File: config.mk
export PLATFORM = sky130hd
export DESIGN_NAME = almost_prime_classifier
export DESIGN_NICKNAME = d
export VERILOG_FILES = /design/src/rtl/apc_pkg.sv /design/src/rtl/apc_div.sv /design/src/rtl/almost_prime_classifier.sv
export SDC_FILE = /design/constraint.sdc
export NUM_CORES = 1
export LEC_CHECK = 0
export ABC_AREA = 1
export BUFFER_PORTS_ARGS = -buffer_cell sky130_fd_sc_hd__buf_2
export CORE_MARGIN = 2
export CORE_UTILIZATION = 31
export DETAILED_ROUTE_END_ITERATION = 8
export SYNTH_ARGS = -nofsm -noshare
export SYNTH_HDL_FRONTEND = slang
export SYNTH_SLANG_ARGS = --single-unit
File: constraint.sdc
create_clock -name clk -period 7.55 [get_ports clk]
set_input_delay 0.755 -clock clk [delete_from_list [all_inputs] [get_ports clk]]
set_output_delay 0.755 -clock clk [all_outputs]
set_load 0.05 [all_outputs]
File: src/rtl/apc_pkg.sv
// Package for the almost prime classifier: field widths, constants and small helpers.
// Used by the sequencer top level; it has no dependencies of its own.

package apc_pkg;

	// Default operand width and reset value of the classification limit.
	localparam int DEF_NUM_BITS = 31;
	localparam int COUNT_W      = 5;
	localparam int SMALL_W      = 16;
	localparam int LARGE_W      = 30;

	localparam logic [COUNT_W-1:0] COUNT_MAX = 5'd31;
	localparam logic [COUNT_W-1:0] MAX_K_RST = 5'd5;
	localparam logic [COUNT_W-1:0] SEMI_CNT  = 5'd2;

	// Wheel step between candidate pairs and the closeness ratio.
	localparam int WHEEL_STEP = 6;
	localparam int CLOSE_MUL  = 100;

	// Saturating increment of the factor count.
	function automatic logic [COUNT_W-1:0] cnt_inc(input logic [COUNT_W-1:0] c);
		cnt_inc = (c == COUNT_MAX) ? c : c + 5'd1;
	endfunction

endpackage

File: src/rtl/apc_div.sv
// Bit-serial restoring divider for the almost prime classifier.
// Produces one quotient bit per cycle; depends on no package.

module apc_div #(
	parameter int DVD_W = 31,
	parameter int DVS_W = 17
) (
	input  logic             clk,
	input  logic             arst_n,
	input  logic             go,
	input  logic [DVD_W-1:0] dividend,
	input  logic [DVS_W-1:0] divisor,
	output logic             done,
	output logic [DVD_W-1:0] quotient,
	output logic [DVS_W-1:0] remainder
);

	localparam int CNT_W = $clog2(DVD_W + 1);

	logic [DVD_W-1:0] dvd_q;
	logic [DVS_W-1:0] rem_q;
	logic [DVS_W-1:0] dvs_q;
	logic [CNT_W-1:0] cnt_q;
	logic             busy_q;
	logic             done_q;

	logic [DVS_W:0]   trial;
	logic [DVS_W:0]   diff;
	logic             qbit;
	logic [DVS_W-1:0] rem_n;

	// One restoring step: bring down the next dividend bit and try a subtract.
	always_comb begin
		trial = {rem_q, dvd_q[DVD_W-1]};
		diff  = trial - {1'b0, dvs_q};
		qbit  = (trial >= {1'b0, dvs_q});
		rem_n = qbit ? diff[DVS_W-1:0] : trial[DVS_W-1:0];
	end

	// Control and datapath registers; the quotient shifts in behind the dividend.
	always_ff @(posedge clk or negedge arst_n) begin
		if (!arst_n) begin
			busy_q <= 1'b0;
			done_q <= 1'b0;
			cnt_q  <= '0;
			dvd_q  <= '0;
			rem_q  <= '0;
			dvs_q  <= '0;
		end else begin
			done_q <= 1'b0;
			if (go) begin
				busy_q <= 1'b1;
				cnt_q  <= CNT_W'(DVD_W);
				dvd_q  <= dividend;
				rem_q  <= '0;
				dvs_q  <= divisor;
			end else if (busy_q) begin
				dvd_q <= {dvd_q[DVD_W-2:0], qbit};
				rem_q <= rem_n;
				cnt_q <= cnt_q - CNT_W'(1);
				if (cnt_q == CNT_W'(1)) begin
					busy_q <= 1'b0;
					done_q <= 1'b1;
				end
			end
		end
	end

	assign done      = done_q;
	assign quotient  = dvd_q;
	assign remainder = rem_q;

endmodule

File: src/rtl/almost_prime_classifier.sv
// Top level of the almost prime classifier: command port, sequencer and result registers.
// Depends on apc_pkg and the serial divider apc_div.
//
// Usage: drive number_in and raise start while busy is low; that beat is taken and
// busy rises on the next cycle. The number is factored by trial division (2, 3, then
// 6k-1 and 6k+1 while (6k-1)^2 <= number), every trial going through one shared
// bit-serial divider. A trial is a candidate pick, a divider load, NUM_BITS divider
// steps and a result check; a number of 2^31-1 needs about 15500 trials, while small
// numbers finish in a few trials. For numbers below two the sequencer goes straight to
// its finish state, which registers the result beat. When the
// work is done the result is shown for exactly one cycle with done high; busy is already
// low in that cycle, so a new start can be taken there. The receiver cannot stall; a
// result not taken is gone.
// max_k is written through cfg_valid/cfg_ready (ready is always high) and should only
// change while busy is low. Reset clears the sequencer, drops done and sets max_k to 5.

module almost_prime_classifier #(
	parameter int NUM_BITS = apc_pkg::DEF_NUM_BITS
) (
	input  logic                        clk,
	input  logic                        arst_n,
	input  logic                        start,
	output logic                        busy,
	input  logic [NUM_BITS-1:0]         number_in,
	input  logic                        cfg_valid,
	output logic                        cfg_ready,
	input  logic [apc_pkg::COUNT_W-1:0] cfg_data,
	output logic                        done,
	output logic [apc_pkg::COUNT_W-1:0] factor_count,
	output logic                        is_semiprime,
	output logic                        is_k_almost,
	output logic                        is_close_semiprime,
	output logic [apc_pkg::SMALL_W-1:0] small_factor,
	output logic [apc_pkg::LARGE_W-1:0] large_factor
);

	localparam int D_W  = (NUM_BITS + 1) / 2 + 1;
	localparam int SQ_W = 2 * D_W;
	localparam int P_W  = NUM_BITS + 7;

	typedef enum logic [2:0] {
		ST_IDLE,
		ST_NEXT,
		ST_DIV,
		ST_TAIL,
		ST_FIN
	} state_t;

	typedef enum logic [1:0] {
		PH_TWO,
		PH_THREE,
		PH_LO,
		PH_HI
	} phase_t;

	state_t                      state_q;
	phase_t                      phase_q;
	logic [NUM_BITS-1:0]         n_q;
	logic [NUM_BITS-1:0]         rest_q;
	logic [NUM_BITS-1:0]         q_q;
	logic [D_W-1:0]              first_q;
	logic [D_W-1:0]              cand_q;
	logic [D_W-1:0]              d_q;
	logic [SQ_W-1:0]             sq_q;
	logic [apc_pkg::COUNT_W-1:0] count_q;
	logic [apc_pkg::COUNT_W-1:0] max_k_q;
	logic                        go_q;
	logic                        done_q;
	logic [apc_pkg::COUNT_W-1:0] count_out_q;
	logic                        semi_q;
	logic                        kalm_q;
	logic                        close_q;
	logic [apc_pkg::SMALL_W-1:0] small_q;
	logic [apc_pkg::LARGE_W-1:0] large_q;

	logic                        div_done;
	logic [NUM_BITS-1:0]         div_quo;
	logic [D_W-1:0]              div_rem;

	logic                        accept;
	logic [D_W-1:0]              d_m1;
	logic [SQ_W-1:0]             sq_next;
	logic                        sq_fits;
	logic                        semi;
	logic [NUM_BITS-1:0]         p_ext;
	logic [NUM_BITS-1:0]         qp_diff;
	logic [P_W-1:0]              diff_x100;
	logic                        close;
	logic                        kalm;

	apc_div #(
		.DVD_W(NUM_BITS),
		.DVS_W(D_W)
	) u_div (
		.clk      (clk),
		.arst_n   (arst_n),
		.go       (go_q),
		.dividend (rest_q),
		.divisor  (cand_q),
		.done     (div_done),
		.quotient (div_quo),
		.remainder(div_rem)
	);

	assign accept    = start && (state_q == ST_IDLE);
	assign busy      = (state_q != ST_IDLE);
	assign cfg_ready = 1'b1;

	// Wheel bookkeeping: (d+5)^2 = (d-1)^2 + 12(d-1) + 36.
	always_comb begin
		d_m1    = d_q - D_W'(1);
		sq_next = sq_q + (SQ_W'(d_m1) << 3) + (SQ_W'(d_m1) << 2) + SQ_W'(36);
		sq_fits = (sq_q <= SQ_W'(n_q));
	end

	// Classification of the finished count; q - p <= floor(q/100) is 100(q - p) <= q.
	always_comb begin
		semi      = (count_q == apc_pkg::SEMI_CNT);
		p_ext     = NUM_BITS'(first_q);
		qp_diff   = q_q - p_ext;
		diff_x100 = P_W'(qp_diff) * P_W'(apc_pkg::CLOSE_MUL);
		close     = semi && (q_q > p_ext) && (diff_x100 <= P_W'(q_q));
		kalm      = (count_q >= apc_pkg::SEMI_CNT) && (count_q <= max_k_q);
	end

	// Configuration register.
	always_ff @(posedge clk or negedge arst_n) begin
		if (!arst_n) begin
			max_k_q <= apc_pkg::MAX_K_RST;
		end else if (cfg_valid && cfg_ready) begin
			max_k_q <= cfg_data;
		end
	end

	// Sequencer: walks the candidate list, one divider run per trial.
	always_ff @(posedge clk or negedge arst_n) begin
		if (!arst_n) begin
			state_q     <= ST_IDLE;
			phase_q     <= PH_TWO;
			n_q         <= '0;
			rest_q      <= '0;
			q_q         <= '0;
			first_q     <= '0;
			cand_q      <= '0;
			d_q         <= '0;
			sq_q        <= '0;
			count_q     <= '0;
			go_q        <= 1'b0;
			done_q      <= 1'b0;
			count_out_q <= '0;
			semi_q      <= 1'b0;
			kalm_q      <= 1'b0;
			close_q     <= 1'b0;
			small_q     <= '0;
			large_q     <= '0;
		end else begin
			go_q   <= 1'b0;
			done_q <= 1'b0;
			unique case (state_q)
				ST_IDLE: begin
					if (accept) begin
						n_q     <= number_in;
						rest_q  <= number_in;
						q_q     <= '0;
						first_q <= '0;
						count_q <= '0;
						phase_q <= PH_TWO;
						d_q     <= D_W'(apc_pkg::WHEEL_STEP);
						sq_q    <= SQ_W'(25);
						// Zero and one have no factors at all.
						state_q <= (number_in < NUM_BITS'(2)) ? ST_FIN : ST_NEXT;
					end
				end
				ST_NEXT: begin
					unique case (phase_q)
						PH_TWO: begin
							if (n_q >= NUM_BITS'(4)) begin
								cand_q  <= D_W'(2);
								go_q    <= 1'b1;
								state_q <= ST_DIV;
							end else begin
								phase_q <= PH_THREE;
							end
						end
						PH_THREE: begin
							if (n_q >= NUM_BITS'(9)) begin
								cand_q  <= D_W'(3);
								go_q    <= 1'b1;
								state_q <= ST_DIV;
							end else begin
								phase_q <= PH_LO;
							end
						end
						PH_LO: begin
							if (sq_fits) begin
								cand_q  <= d_m1;
								go_q    <= 1'b1;
								state_q <= ST_DIV;
							end else begin
								state_q <= ST_TAIL;
							end
						end
						PH_HI: begin
							cand_q  <= d_q + D_W'(1);
							go_q    <= 1'b1;
							state_q <= ST_DIV;
						end
						default: begin
							state_q <= ST_TAIL;
						end
					endcase
				end
				ST_DIV: begin
					if (div_done) begin
						state_q <= ST_NEXT;
						if (div_rem == '0) begin
							// Factor found: divide it out and try the same candidate again.
							if ((first_q == '0) && (div_quo != NUM_BITS'(1))) begin
								first_q <= cand_q;
								q_q     <= div_quo;
							end
							rest_q  <= div_quo;
							count_q <= apc_pkg::cnt_inc(count_q);
						end else begin
							unique case (phase_q)
								PH_TWO:   phase_q <= PH_THREE;
								PH_THREE: phase_q <= PH_LO;
								PH_LO:    phase_q <= PH_HI;
								PH_HI: begin
									phase_q <= PH_LO;
									d_q     <= d_q + D_W'(apc_pkg::WHEEL_STEP);
									sq_q    <= sq_next;
								end
								default:  phase_q <= PH_LO;
							endcase
						end
					end
				end
				ST_TAIL: begin
					// A leftover cofactor above one is a prime of its own.
					if (rest_q != NUM_BITS'(1)) begin
						count_q <= apc_pkg::cnt_inc(count_q);
					end
					state_q <= ST_FIN;
				end
				ST_FIN: begin
					done_q      <= 1'b1;
					count_out_q <= count_q;
					semi_q      <= semi;
					kalm_q      <= kalm;
					close_q     <= close;
					small_q     <= semi ? apc_pkg::SMALL_W'(first_q) : '0;
					large_q     <= semi ? apc_pkg::LARGE_W'(q_q) : '0;
					state_q     <= ST_IDLE;
				end
				default: begin
					state_q <= ST_IDLE;
				end
			endcase
		end
	end

	assign done               = done_q;
	assign factor_count       = count_out_q;
	assign is_semiprime       = semi_q;
	assign is_k_almost        = kalm_q;
	assign is_close_semiprime = close_q;
	assign small_factor       = small_q;
	assign large_factor       = large_q;

	// A taken command always keeps the block busy on the next cycle.
	a_accept_busy: assert property (@(posedge clk) disable iff (!arst_n)
		(start && !busy) |=> busy)
		else $error("block not busy after a taken command");

	// The divider only finishes while the sequencer waits for it.
	a_div_wait: assert property (@(posedge clk) disable iff (!arst_n)
		div_done |-> (state_q == ST_DIV))
		else $error("divider finished outside a trial");

	// Semiprime flag matches the reported count, and factors are zero otherwise.
	a_semi_cnt: assert property (@(posedge clk) disable iff (!arst_n)
		done |-> (is_semiprime == (factor_count == apc_pkg::SEMI_CNT)))
		else $error("semiprime flag disagrees with count");

	a_zero_fac: assert property (@(posedge clk) disable iff (!arst_n)
		(done && !is_semiprime) |-> (small_factor == '0 && large_factor == '0
			&& !is_close_semiprime))
		else $error("factors reported for a non-semiprime");

endmodule

Yosys cells after proc, flatten, opt, wreduce, memory -nomap -nowiden
Cells that the tools add are included.

operators by class
  add/subtract/negate cells = 10
  $mul = 1
  order comparisons = 9
  equal/unequal tests = 27
  muxes and demuxes = 71
  reductions and logical operators = 23

operator list
  operator                                                number
  2-to-1 mux 31 bit                                       9
  2-to-1 mux 17 bit                                       14
  2-to-1 mux 34 bit                                       4
  case mux 31 bit (2 select lines)                        2
  case mux 17 bit (2 select lines)                        2
  case mux 17 bit (4 select lines)                        1
  case mux 34 bit (2 select lines)                        1
  inequality test 31 x 1 -> 1 bit, second input constant  2
  less-or-equal comparator 38 x 31 -> 1 bit               1
  multiplier 31 x 5 -> 36 bit, second input constant      1
  2-to-1 mux 5 bit                                        7
  adder 34 x 19 -> 34 bit                                 1
  adder 34 x 20 -> 34 bit                                 1
  adder 34 x 6 -> 34 bit, second input constant           1
  less-or-equal comparator 34 x 31 -> 1 bit               1
  logical NOT 17 bit                                      2
  >= comparator 31 x 3 -> 1 bit, second input constant    1
  >= comparator 31 x 4 -> 1 bit, second input constant    1
  greater-than comparator 31 x 17 -> 1 bit                1
  < comparator 31 x 2 -> 1 bit, second input constant     1
  subtractor 31 x 17 -> 31 bit                            1
  2-to-1 mux 30 bit                                       1
  case mux 3 bit (4 select lines)                         2
  >= comparator 18 x 17 -> 1 bit                          1
  other kinds (37)                                        82

storage, ports and cells
  flip-flop bits (word level) = 321
  input port bits = 40
  output and inout port bits = 57
  logic and storage cells = 166

Depth between registers and ports, before layout
  depth in word-level cells = 8
  gate-level depth with buffers = 39
  mapped depth without buffers = 39

Cells and area by module
A second synthesis with hierarchy kept.

unflattened totals
  cell total of the unflattened synthesis = 3278
  area, all modules = 23900.4 um2

by module, submodules not included
  module                   instances  cells an instance  area each (um2)  sequential area each (um2)
  almost_prime_classifier  1          2685               19517.5          6183.4
  apc_div                  1          593                4383.0           1801.7

Worst setup path before layout
OpenSTA, ideal clock, no wires.

  path type = register to register
  from = register q_q[0]
  to = register close_q (netlist: is_close_semiprime)
  library setup time = 0.118 ns
  data arrival time = 5.293 ns
  data required time = 7.432 ns
  setup slack = 2.139 ns
  cell stages (with the launch flop) = 36
  path buffers = 0
  period minus slack after synthesis = 5.411 ns
  cells stage by stage = dfrtp_1 -> inv_1 -> ha_1 -> fa_1 -> nor3_1 -> nor3b_1 -> o21ai_0 -> nand3_1 -> nand2_1 -> xor2_1 -> ha_1 -> ha_1 -> inv_1 -> fa_1 -> inv_1 -> ha_1 -> nand2_1 -> inv_1 -> nand2_1 -> nand2_1 -> nand3b_1 -> nand3_1 -> nand2_1 -> nand2_1 -> nand2_1 -> xor2_1 -> ha_1 -> nand2_1 -> nor4_1 -> nand2_1 -> nand2_1 -> nand2_1 -> nand3_1 -> nor2_1 -> nand2_1 -> nand2_1

between the ends
  word-level cells in the longest chain between the ends = 4
  elaborated cells between the ends (all ways) = 6
  those cells by class = add/sub (1); mul (1); order compare (2); reduce/logical (2)

ends and longest elaborated chain
  what                                       line                            RTL
  from (decl)                                almost_prime_classifier.sv:60   logic [NUM_BITS-1:0] q_q;
  from (signal assigned)                     almost_prime_classifier.sv:220  q_q <= div_quo;
  subtractor 31 x 17 -> 31 bit               almost_prime_classifier.sv:120  qp_diff = q_q - p_ext;
  multiplier 31 x 5 -> 36 bit                almost_prime_classifier.sv:121  diff_x100 = P_W'(qp_diff) * P_W'(apc_pkg::CLOSE_MUL);
  less-or-equal comparator 38 x 31 -> 1 bit  almost_prime_classifier.sv:122  close = semi && (q_q > p_ext) && (diff_x100 <= P_W'(q_q));
  logical AND 1 bit (*)                      almost_prime_classifier.sv:122
  to (signal assigned)                       almost_prime_classifier.sv:251  close_q <= close;
  to (decl)                                  almost_prime_classifier.sv:72   logic close_q;

Every way passes the cells marked *; elsewhere a longest branch is shown, timed or not.
A chain may end at the register's enable or synchronous reset.

Worst setup path in the final report
  from = register first_q[2]
  to = register close_q (netlist: is_close_semiprime)

between the ends
  word-level cells in the longest chain between the ends = 4
  elaborated cells between the ends (all ways) = 6
  those cells by class = add/sub (1); mul (1); order compare (2); reduce/logical (2)

ends and longest elaborated chain
  what                                       line                            RTL
  from (decl)                                almost_prime_classifier.sv:61   logic [D_W-1:0] first_q;
  from (signal assigned)                     almost_prime_classifier.sv:219  first_q <= cand_q;
  subtractor 31 x 17 -> 31 bit               almost_prime_classifier.sv:120
  multiplier 31 x 5 -> 36 bit                almost_prime_classifier.sv:121
  less-or-equal comparator 38 x 31 -> 1 bit  almost_prime_classifier.sv:122
  logical AND 1 bit (*)                      almost_prime_classifier.sv:122

Marked as above.

==> results.yml <==
run_status:
  status: "completed"
floorplanning:
  core_um2: 74400
  design.die.area_um2: 77300
  rows: 100
  ioPinCount: 97
  die_span_y_um: 278
  initial_util: 0.313
  chipWidth_um: 278
setup_path:
  timing.critical_path.to_type: "flop"
  critPathMaxFanout: 4
  timing.critical_path.required_ns: 8.06
  crit_arrival_ns: 6.65
  worst_r2r_endpoint: "is_close_semiprime"
  critical_path_class: "flop to flop"
  crit_path_top_delay_cell: "sky130_fd_sc_hd__fa_1"
  crit_top_cell: "sky130_fd_sc_hd__nand2_1"
  r2r_start: "first_q[2]"
  r2r_slack_ns: 1.40
  setup.worst_path.start_class: "flop"
  r2r.worst_path.cells: 35
  cpPeakStageDelay_ns: 0.52
clock_tree:
  cts_made_buffers: 39
  numClockSinks: 319
  postCtsSetupBuffers: 0
  cts.path.max_buffers: 3
  clock_tree.root_cell: "sky130_fd_sc_hd__clkbuf_16"
  cts_tree: "built"
  worstSkewPairLatency_ns: 0.57
  h-tree-depth: 2
  hold_buffers: 0
  cts.reportedPaths.clkPinSlew_ns: 0.06
  cts-resized-gates: 0
final_layout:
  layout_common_cells: "sky130_fd_sc_hd__nand2_1, sky130_fd_sc_hd__inv_1, sky130_fd_sc_hd__dfrtp_1, sky130_fd_sc_hd__nor2_1, sky130_fd_sc_hd__ha_1"
  syn2layout_area_growth_pct: 11.8
  postLayoutCellArea_um2: 26000
  multi_input_comb_area_um2: 13300
  filler_cell_count: 7932
  fraction_of_layout_instances_using_a_drive_strength_above_1: 0.0615
  final-seq-area_um2: 7990
  nets: 3513
  final_common_cell: "sky130_fd_sc_hd__nand2_1"
detailed_routing:
  drt_drc_violations_left: 0
  vias: 20500
  finalWirelength_um: 68400
  detailedRoute.firstPassIterationCount: 7
  viasPerCell: 4.88
  wl_per_cell_um: 16.3
  number_of_routed_nets_with_antenna_violations: 0
  drt-initial-drc-count: 1555
logic_synthesis:
  synth.lib_cells_used.distinct: 52
  syn_inst: 3123
  async_reset_ff_frac: 1.00
  synth.avg_cell_area_um2: 7.45
  seq_area_frac_synth: 0.343
  synth.ff_latch_count: 319
  yosys_warnings: 0
  post_synth_edffs: 0
  synthFlopType: "sky130_fd_sc_hd__dfrtp_1"
  post_synth_instance_area_um2: 23300
timing:
  timing.clock.skew_ns: 0.0198
  setup_viol: 0
  layout_min_cycle_time_ns: 6.15
  finalSetupTns_ns: 0
  fmaxAchievable_mhz: 163
  rsz_0062_raised_after_global_routing: "false"
  final_critical_path_setup_slack_ns: 1.40
  final-hold-violation-count: 0
  final.period_utilization: 0.814
  finalMaxSlewViolations: 0
  slew-limit-headroom: 0.264
  tightestPinTransition_ns: 1.10
placement:
  dpl-instance-area_um2: 24700
  dpl_worst_slack_ns: 1.44
  gp_congestion: 0.937
  port_buffers: 95
  detailed_place_hpwl_um: 53300
pwr:
  power-per-cell-area_nw_per_um2: 143
  ir_worst_vdd_v: 0.000125
  p_leak_nw: 13.4
run:
  drv_cap: 0
grt:
  gr-usage-all-layers: 0.179
  antenna_found_initial: 10
  pin_count_of_the_biggest_net_entering_global_routing: 151
  first_pass_grt_wire_length_um: 111000
  grt_remaining_overflow: 0
  vias_in_the_first_global_route: 20100
hold_path:
  hold_path.class: "primary input to asynchronous set/reset pin"
==> Yosys cell counts (34+ instances only) <==
| cell | count | area share |
|---|---|---|
| sky130_fd_sc_hd__nand2_1 | 810 | 0.13 |
| sky130_fd_sc_hd__inv_1 | 435 | 0.070 |
| sky130_fd_sc_hd__dfrtp_1 | 317 | 0.34 |
| sky130_fd_sc_hd__nor2_1 | 294 | 0.047 |
| sky130_fd_sc_hd__ha_1 | 239 | 0.13 |
| sky130_fd_sc_hd__o21ai_0 | 217 | 0.047 |
| sky130_fd_sc_hd__a21oi_1 | 123 | 0.026 |
| sky130_fd_sc_hd__nand3_1 | 105 | 0.023 |
| sky130_fd_sc_hd__xor2_1 | 74 | 0.028 |
| sky130_fd_sc_hd__clkbuf_1 | 54 | 0.0087 |
| sky130_fd_sc_hd__nand4_1 | 54 | 0.015 |
| sky130_fd_sc_hd__nor3_1 | 54 | 0.012 |
| sky130_fd_sc_hd__o22ai_1 | 49 | 0.013 |
| sky130_fd_sc_hd__fa_1 | 44 | 0.038 |
| sky130_fd_sc_hd__o21ai_1 | 44 | 0.0095 |
| sky130_fd_sc_hd__a31oi_1 | 42 | 0.011 |
| sky130_fd_sc_hd__nor4_1 | 34 | 0.0091 |
==> cell type report <==
class,count,share of cell area
well taps,969,0.0466
clock inverters,15,0.00697
inverters,443,0.0640
repair buffers,109,0.0232
multi-input cells,2278,0.509
clock buffers,56,0.0426
diodes,7,0.000673
flip-flops and latches,319,0.307
==> worst max path at each step <==
stage               startpoint                 end  slack, ns  cells past startpoint
finish              first_q[2]  is_close_semiprime       1.40                     35
global route        first_q[2]  is_close_semiprime       0.75                     35
CTS                 first_q[1]  is_close_semiprime       1.44                     35
detailed placement  first_q[2]  is_close_semiprime       1.44                     35
global placement    first_q[1]  is_close_semiprime       1.46                     35
floorplan               q_q[0]  is_close_semiprime       2.14                     35
==> kinds of logic (layout without fill, tap and decap cells) <==
kind of cell,after synthesis,after routing,synth area share
xor gates and xnor gates,95,95,0.0357
and+or+nand+nor,1379,1379,0.245
adders and majority gates,283,283,0.166
buffers and inverters,527,623,0.0879
other,1,9,0.000161
DFF,319,319,0.343
AOI/OAI and AO/OA,518,518,0.121
muxes,1,1,0.000484
==> worst max-delay path: cells and delay by family (launching register included) <==
kind / cells / cell delay, ns
adders and majority gates: 6 / 2.08
buffers and inverters: 6 / 0.35
DFF: 1 / 0.36
xor gates and xnor gates: 2 / 0.53
AOI/OAI and AO/OA: 3 / 0.73
and+or+nand+nor: 18 / 2.03
==> registers in the layout, summed over array words and instances (netlist names), 16 cells and up <==
signal           cells
sq_q                33
n_q                 31
q_q                 31
rest_q              31
u_div.quotient      31
large_factor        30
cand_q              17
first_q             17
u_div.dvs_q         17
u_div.remainder     17
d_q                 16
small_factor        16
==> routing by layer <==
metal,vias up,share of wire,track usage,routed length [µm]
li1,10400,-,-,-
met3,103,0.054,0.0289,3690
met4,10,0.032,0.0584,2220
met2,470,0.44,0.286,30400
met1,9543,0.47,0.245,32000
met5,-,0.00099,0,68
==> power breakdown <==
group | internal (mW) | switching, mW | leakage [nW] | total, mW
Combinational | 0.0134 | 0.0546 | 8.65 | 0.0680
Sequential | 1.71 | 0.000745 | 4.12 | 1.71
Clock | 1.13 | 0.796 | 0.616 | 1.93
==> per-stage QoR <==
stage | hold WS, ns | instances | utilization | power [mW]
floorplan | 0.426 | 3124 | - | 1.75
global placement | 0.442 | 4118 | 0.332 | 1.82
detailed placement | 0.451 | 4118 | 0.332 | 1.82
CTS | 0.319 | 4189 | 0.349 | 3.77
global route | 0.335 | 4194 | 0.350 | 3.84
finish | 0.225 | 4196 | 0.350 | 3.71
(Power assumes the default switching activity.)
